--- src/design/cbd_pkg.sv ---
`timescale 1ns / 1ps

package cbd_pkg;

	localparam int DEPTH_DEF = 64;
	localparam int DATA_W    = 8;
	localparam int FUNC_W    = 2;
	localparam int STAT_W    = 2;
	localparam int CNT_W     = 7;

	localparam logic [FUNC_W-1:0] FUNC_PUSH = 2'd0;
	localparam logic [FUNC_W-1:0] FUNC_POP  = 2'd1;
	localparam logic [FUNC_W-1:0] FUNC_PEEK = 2'd2;

	localparam logic SIDE_LEFT  = 1'b0;
	localparam logic SIDE_RIGHT = 1'b1;

	localparam logic [STAT_W-1:0] ST_OK    = 2'd0;
	localparam logic [STAT_W-1:0] ST_EMPTY = 2'd1;
	localparam logic [STAT_W-1:0] ST_FULL  = 2'd2;

	typedef struct packed {
		logic [FUNC_W-1:0] func;
		logic              side;
		logic [DATA_W-1:0] data_in;
	} cbd_in_t;

	typedef struct packed {
		logic [DATA_W-1:0] data_out;
		logic [STAT_W-1:0] status;
		logic [CNT_W-1:0]  count_out;
	} cbd_out_t;

	typedef struct packed {
		logic              valid;
		logic              hit;
		logic [STAT_W-1:0] status;
	} cbd_rsp_t;

endpackage

--- src/design/circular_byte_deque.sv ---
`timescale 1ns / 1ps

// channel   signals              handshake
// request   start, busy, req     word taken when start && !busy
// result    done, rsp            word shown for one cycle while done is high
//
// One request word is taken each cycle; busy stays low.
// Its result word appears in the cycle after acceptance, set by the
// registered read port of the byte store.
// Reset clears both pointers and the count; store contents are undefined.
// The receiver cannot stall, so no result is ever held back.

module circular_byte_deque #(
	parameter int DEPTH = cbd_pkg::DEPTH_DEF
) (
	input  logic              clk,
	input  logic              arst_n,
	input  logic              start,
	output logic              busy,
	input  cbd_pkg::cbd_in_t  req,
	output logic              done,
	output cbd_pkg::cbd_out_t rsp
);

	localparam int AW = (DEPTH > 1) ? $clog2(DEPTH) : 1;
	localparam int CW = $clog2(DEPTH + 1);

	logic                       accept, we, re;
	logic [AW-1:0]              waddr, raddr;
	logic [cbd_pkg::DATA_W-1:0] wdata, rdata;
	logic [CW-1:0]              count;
	cbd_pkg::cbd_rsp_t          ctl_rsp;

	assign busy   = 1'b0;
	assign accept = start && !busy;

	cbd_ctrl #(
		.DEPTH (DEPTH),
		.AW    (AW),
		.CW    (CW)
	) u_ctrl (
		.clk    (clk),
		.arst_n (arst_n),
		.accept (accept),
		.req    (req),
		.we     (we),
		.waddr  (waddr),
		.wdata  (wdata),
		.re     (re),
		.raddr  (raddr),
		.rsp    (ctl_rsp),
		.count  (count)
	);

	cbd_store #(
		.DEPTH (DEPTH),
		.AW    (AW)
	) u_store (
		.clk   (clk),
		.we    (we),
		.waddr (waddr),
		.wdata (wdata),
		.re    (re),
		.raddr (raddr),
		.rdata (rdata)
	);

	assign done          = ctl_rsp.valid;
	assign rsp.data_out  = ctl_rsp.hit ? rdata : '0;
	assign rsp.status    = ctl_rsp.status;
	assign rsp.count_out = cbd_pkg::CNT_W'(count);

endmodule

--- src/design/cbd_store.sv ---
`timescale 1ns / 1ps

module cbd_store #(
	parameter int DEPTH = cbd_pkg::DEPTH_DEF,
	parameter int AW    = $clog2(DEPTH)
) (
	input  logic                      clk,
	input  logic                      we,
	input  logic [AW-1:0]             waddr,
	input  logic [cbd_pkg::DATA_W-1:0] wdata,
	input  logic                      re,
	input  logic [AW-1:0]             raddr,
	output logic [cbd_pkg::DATA_W-1:0] rdata
);

	logic [cbd_pkg::DATA_W-1:0] mem_q [DEPTH];

	always_ff @(posedge clk) begin
		if (we) begin
			mem_q[waddr] <= wdata;
		end
	end

	always_ff @(posedge clk) begin
		if (re) begin
			rdata <= mem_q[raddr];
		end
	end

endmodule

--- src/design/cbd_ctrl.sv ---
`timescale 1ns / 1ps

module cbd_ctrl #(
	parameter int DEPTH = cbd_pkg::DEPTH_DEF,
	parameter int AW    = $clog2(DEPTH),
	parameter int CW    = $clog2(DEPTH + 1)
) (
	input  logic                       clk,
	input  logic                       arst_n,
	input  logic                       accept,
	input  cbd_pkg::cbd_in_t           req,
	output logic                       we,
	output logic [AW-1:0]              waddr,
	output logic [cbd_pkg::DATA_W-1:0] wdata,
	output logic                       re,
	output logic [AW-1:0]              raddr,
	output cbd_pkg::cbd_rsp_t          rsp,
	output logic [CW-1:0]              count
);

	localparam logic [AW-1:0] PTR_LAST = AW'(DEPTH - 1);
	localparam logic [CW-1:0] CNT_FULL = CW'(DEPTH);

	logic [AW-1:0] front_q, back_q, front_d, back_d;
	logic [AW-1:0] front_dec, back_inc, front_inc, back_dec;
	logic [CW-1:0] count_q, count_d;
	logic          empty, full, is_push, is_pop, is_peek;
	cbd_pkg::cbd_rsp_t rsp_d, rsp_s1;

	assign empty   = (count_q == '0);
	assign full    = (count_q == CNT_FULL);
	assign is_push = (req.func == cbd_pkg::FUNC_PUSH);
	assign is_pop  = (req.func == cbd_pkg::FUNC_POP);
	assign is_peek = (req.func == cbd_pkg::FUNC_PEEK);

	assign front_inc = (front_q == PTR_LAST) ? '0 : front_q + AW'(1);
	assign front_dec = (front_q == '0) ? PTR_LAST : front_q - AW'(1);
	assign back_inc  = (back_q == PTR_LAST) ? '0 : back_q + AW'(1);
	assign back_dec  = (back_q == '0) ? PTR_LAST : back_q - AW'(1);

	always_comb begin
		front_d      = front_q;
		back_d       = back_q;
		count_d      = count_q;
		we           = 1'b0;
		waddr        = front_q;
		wdata        = req.data_in;
		re           = 1'b0;
		raddr        = (req.side == cbd_pkg::SIDE_RIGHT) ? back_q : front_q;
		rsp_d.valid  = accept;
		rsp_d.hit    = 1'b0;
		rsp_d.status = cbd_pkg::ST_OK;
		if (accept) begin
			if (is_push) begin
				if (full) begin
					rsp_d.status = cbd_pkg::ST_FULL;
				end else begin
					we      = 1'b1;
					count_d = count_q + CW'(1);
					if (req.side == cbd_pkg::SIDE_RIGHT) begin
						if (!empty) begin
							back_d = back_inc;
						end
						waddr = back_d;
					end else begin
						if (!empty) begin
							front_d = front_dec;
						end
						waddr = front_d;
					end
				end
			end else if (is_pop || is_peek) begin
				if (empty) begin
					rsp_d.status = cbd_pkg::ST_EMPTY;
				end else begin
					re        = 1'b1;
					rsp_d.hit = 1'b1;
					if (is_pop) begin
						count_d = count_q - CW'(1);
						if (count_q != CW'(1)) begin
							if (req.side == cbd_pkg::SIDE_RIGHT) begin
								back_d = back_dec;
							end else begin
								front_d = front_inc;
							end
						end
					end
				end
			end
		end
	end

	always_ff @(posedge clk or negedge arst_n) begin
		if (!arst_n) begin
			front_q <= '0;
			back_q  <= '0;
			count_q <= '0;
			rsp_s1  <= '0;
		end else begin
			front_q <= front_d;
			back_q  <= back_d;
			count_q <= count_d;
			rsp_s1  <= rsp_d;
		end
	end

	assign rsp   = rsp_s1;
	assign count = count_q;

endmodule

--- config.mk ---
export PLATFORM = sky130hd
export DESIGN_NAME = circular_byte_deque
export DESIGN_NICKNAME = d
export VERILOG_FILES = /design/src/design/cbd_pkg.sv /design/src/design/circular_byte_deque.sv /design/src/design/cbd_store.sv /design/src/design/cbd_ctrl.sv
export SDC_FILE = /design/constraint.sdc
export NUM_CORES = 1
export LEC_CHECK = 0
export BUFFER_PORTS_ARGS = -buffer_cell sky130_fd_sc_hd__clkbuf_2
export CORE_AREA = 2 2 258 260
export CTS_BUF_LIST = sky130_fd_sc_hd__clkbuf_16
export CTS_CLUSTER_DIAMETER = 60
export CTS_CLUSTER_SIZE = 14
export DETAILED_ROUTE_END_ITERATION = 8
export DIE_AREA = 0 0 260 262
export GPL_ROUTABILITY_DRIVEN = 0
export HOLD_SLACK_MARGIN = 0.05
export PLACE_DENSITY = 0.66
export SYNTH_ARGS = -nofsm -noshare
export SYNTH_HDL_FRONTEND = slang
export SYNTH_SLANG_ARGS = --single-unit
--- constraint.sdc ---
create_clock -name clk -period 3.7 [get_ports clk]
set_clock_uncertainty 0.05 [all_clocks]
set_input_delay 0.74 -clock clk [delete_from_list [all_inputs] [get_ports clk]]
set_output_delay 0.74 -clock clk [all_outputs]
set_load 0.05 [all_outputs]
==> impl_table.tex <==
\begin{tabular}{lr}
\hline
Metric & Value \\
\hline
\multicolumn{2}{l}{\textbf{Synth}} \\
Commonest register cell after synthesis & sky130\_fd\_sc\_hd\_\_edfxtp\_1 \\
Seq cells post-synth & about 540 \\
Syn Nets & 2298 \\
Combinational family with the most area after synthesis & compound AO/OA/AOI/OAI gates \\
Async set-reset flop share out of synthesis & 4.24\% \\
Cell type with the largest total area after synthesis & sky130\_fd\_sc\_hd\_\_edfxtp\_1 \\
Synth Area per Inst & 11.4 µm² \\
Area fraction of the dominant cell type after synthesis & 60.3\% \\
Post-synthesis cell area & 25900 µm² \\
Sequential fraction of the synthesis area & between 60\% and 70\% \\
Post-synth EDFFs & 520 \\
Yosys warning total & 0 \\
Compound-cell area share of the yosys netlist & a little under a fifth \\
Share of synthesized area spent on multiplexers & less than 1\% \\
Xor and xnor fraction of the mapped netlist area & less than 1\% \\
Synthesized-area fraction occupied by and/or/nand/nor cells & 14.1\% \\
Post-synthesis cell type count & 83 \\
Adder and majority cell fraction of the synthesized area & less than 1\% \\
Main area contributors after synthesis & sky130\_fd\_sc\_hd\_\_edfxtp\_1, sky130\_fd\_sc\_hd\_\_a21oi\_1, sky130\_fd\_sc\_hd\_\_nand2b\_1 \\
Gate count of the mapped netlist & 2272 \\
\multicolumn{2}{l}{\textbf{Route}} \\
Count of antenna-violating nets left after detailed routing & 0 \\
Final wirelength & 75700 µm \\
Vias per cell & 6.13 \\
Drt first pass iters & 5 \\
Initial drt markers & 2453 \\
DRC & 0 \\
Overall via count from detail\_route & about 20k \\
Wire length per cell & $\sim$24 µm \\
\multicolumn{2}{l}{\textbf{CTS}} \\
Number of buffers on the longest clock path & 3 \\
Clock buffer count from CTS & 48 \\
TritonCTS clock tree & yes \\
Skew-Pair Late Insertion Delay & 0.61 ns \\
Clock-pin slew on the worst setup and hold paths & 0.06 ns \\
Clock sink count & 543 \\
H-tree lvl count & 2 \\
Cell chosen for the clock root & sky130\_fd\_sc\_hd\_\_clkbuf\_16 \\
Hold-fix buffers, CTS & 0 \\
\multicolumn{2}{l}{\textbf{Power and ir drop}} \\
Worst-case vdd ir drop & roughly 620 µV \\
Pwr dens & 681 nW/µm² \\
Switching Fraction & 38.5\% \\
Combinational cell fraction of total power & 39.8\% \\
Static leakage & 9.60 nW \\
Cell-internal power & 0.0122 W \\
Clock share of power & 23.7\% \\
Net switching power & 0.00762 W \\
Sequential share of power & a little over a third \\
\multicolumn{2}{l}{\textbf{Place}} \\
Post-detail-place hpwl & around 47000 µm \\
Number of port buffers & 31 \\
\multicolumn{2}{l}{\textbf{Global routing}} \\
Vias in the first global route & around 19k \\
Met1 routing resource usage after global routing & 29.6\% \\
Maximum number of pins on one net before global-route repair & approximately 140 \\
Met3 track demand over resource in global routing & 3.54\% \\
Antenna violations before repair & 0 \\
Global-route wire length before repair & approximately 110000 µm \\
Met2 GRT Util & 36.6\% \\
Most congested layer reported by global routing & met2 \\
GRT Util Overall & 22.0\% \\
Gr ovfl total & 0 \\
\multicolumn{2}{l}{\textbf{Floorplan}} \\
Starting density of the core & between 30\% and 40\% \\
Count of standard-cell rows & 94 \\
Die Wd & 260 µm \\
Floorplan die area & 68100 µm² \\
I/O pins & 33 \\
Area of the placeable core & 65300 µm² \\
Floorplan die height & 262 µm \\
\multicolumn{2}{l}{\textbf{Layout}} \\
Area Overhead vs Synth & 12.3\% \\
Commonest non-fill, non-tap cells in the layout & sky130\_fd\_sc\_hd\_\_edfxtp\_1, sky130\_fd\_sc\_hd\_\_a21oi\_1, sky130\_fd\_sc\_hd\_\_nand2b\_1 \\
Fraction of final layout cells with drive strength greater than 1 & 11.8\% \\
Final net count & 2349 \\
Final cell utilization of the core & 44.5\% \\
Fill cell count & 5919 \\
Commonest non-fill, non-tap cell in the layout & sky130\_fd\_sc\_hd\_\_edfxtp\_1 \\
Antenna diode count & 0 \\
\multicolumn{2}{l}{\textbf{STA}} \\
Final Slew Violations & 0 \\
Slew at the pin closest to its max-slew limit & 1.26 ns \\
Final Hold Fails & 0 \\
Top achievable clock speed & 0.281 GHz \\
Aggregate negative setup slack & 0 ns \\
RSZ-0062 raised after global routing & no \\
Final worst path period need & 3.56 ns \\
Final cycle utilization of the critical path & 96.1\% \\
Finish-stage setup viols & 0 \\
Max-slew headroom & 15.8\% \\
\multicolumn{2}{l}{\textbf{Worst setup path}} \\
Signal arrival time at the worst endpoint & approximately 3.8 ns \\
Crit-path max FO & 8 \\
Capturing element type of the critical path & flip-flop \\
Critical path start-end classification & flip-flop to flip-flop \\
Kind of launch point of the worst setup path & flip-flop \\
Data required time at the worst endpoint & 3.94 ns \\
Reg2Reg Setup Slack & 0.14 ns \\
\multicolumn{2}{l}{\textbf{Run status}} \\
Result of the run & completed \\
\multicolumn{2}{l}{\textbf{Flow run}} \\
Max Cap Violations & 0 \\
\multicolumn{2}{l}{\textbf{Worst hold path}} \\
Class of the tightest hold or removal check & primary input to async pin \\
\hline
\end{tabular}
## cell type report
type | count | area [µm²] | area share [%]
tap | 864 | 1080 | 3.72
clock buffer | 49 | 1230 | 4.22
multi-input combinational | 1545 | 9020 | 31.0
clock inverter | 18 | 148 | 0.508
sequential | 543 | 16200 | 55.7
timing repair buffer | 165 | 1310 | 4.51
inverter | 20 | 80.1 | 0.276
## layer usage
layer  up-vias  share of wire [%]  wire length [µm]
li1       8724                  -                 -
met1      9803                 41             30900
met2       985                 48             36400
met3       133                8.4              6340
met4         0                2.8              2100
met5         -                  0                 0
## power groups by stage
stage	clock network, W	logic, W	registers (W)
final	0.00469	0.00788	0.00723
after CTS	0.00475	0.00772	0.00722
after floorplan	0	0.00535	0.00732
after global routing	0.00496	0.00851	0.00726
after detailed placement	0	0.00768	0.00735
after global placement	0	0.00751	0.00735
## synthesized netlist by cell type, drive strengths merged, types with 3 or more instances
cell type  number
edfxtp        520
a21oi         347
nand2b        253
a22oi         168
nor2          152
nand2         151
o22ai         112
clkbuf        104
o21ai         101
buf            60
nor3           58
dfrtp          23
o31ai          20
inv            19
nand4          19
nand3          17
ha             12
and2           11
o221ai         11
a31oi          10
or3             8
xnor2           8
o311a           7
or4             7
mux2            5
nor2b           5
or2             5
a311oi          4
and3            4
nor4b           4
a22o            3
nor4            3
o211a           3
o211ai          3
## registers in the layout, summed over array words and instances, names as in the netlist
register / cells
u_store.mem_q: 512
u_ctrl.rsp: 4
u_store.rdata: 8
u_ctrl.count: 7
u_ctrl.back_q: 6
u_ctrl.front_q: 6
## worst max-delay path: stages, from the launching register on
cell                       delay [ns]
sky130_fd_sc_hd__dfrtp_1         0.45
sky130_fd_sc_hd__inv_1           0.15
sky130_fd_sc_hd__ha_1            0.29
sky130_fd_sc_hd__or4b_4          0.57
sky130_fd_sc_hd__nor2_4          0.22
sky130_fd_sc_hd__or3_1           0.15
sky130_fd_sc_hd__a31o_2          0.20
sky130_fd_sc_hd__nor2b_1         0.32
sky130_fd_sc_hd__nand4b_1        0.38
sky130_fd_sc_hd__nor2_1          0.22
sky130_fd_sc_hd__buf_4           0.23
## logic make-up after synthesis
kind of cell	after synthesis
buf+inv	184
mux	7
xor+xnor	9
other cells	1
compound gates	811
simple gates	705
fa+ha+maj	12
flops	543
## through the flow
step / instance area, µm² / std cells / setup WS [ns] / hold slack, ns / power (W)
floorplan: 25900 / 2272 / 0.0258 / 0.394 / 0.0127
global placement: 27600 / 3135 / 0.0337 / 0.520 / 0.0149
detailed placement: 27600 / 3135 / 0.0404 / 0.533 / 0.0150
CTS: 29000 / 3202 / 0.166 / 0.107 / 0.0197
global route: 29100 / 3204 / 0.00202 / 0.137 / 0.0207
finish: 29100 / 3204 / 0.144 / 0.110 / 0.0198
## worst paths after layout
check                                             start                        endpoint  depth (start not counted)
max in group asynchronous                        arst_n    u_ctrl.back_q[0]$_DFFE_PN0P_                          1
setup / recovery            u_ctrl.count[0]$_DFFE_PN0P_  u_store.mem_q[56][2]$_DFFE_PP_                         10
hold reg to reg            u_ctrl.back_q[0]$_DFFE_PN0P_    u_ctrl.back_q[0]$_DFFE_PN0P_                          1
min in group clk                                  start         u_ctrl.rsp[3]$_DFF_PN0_                          1
hold / removal                                   arst_n   u_ctrl.front_q[3]$_DFFE_PN0P_                          1
setup reg to reg            u_ctrl.count[0]$_DFFE_PN0P_  u_store.mem_q[56][2]$_DFFE_PP_                         10
## timing repair
item	CTS	global route
gates resized for setup	0	6
setup buffers	0	2
setup endpoints to repair	0	133
No activity file was read; power rests on OpenSTA's default activity.
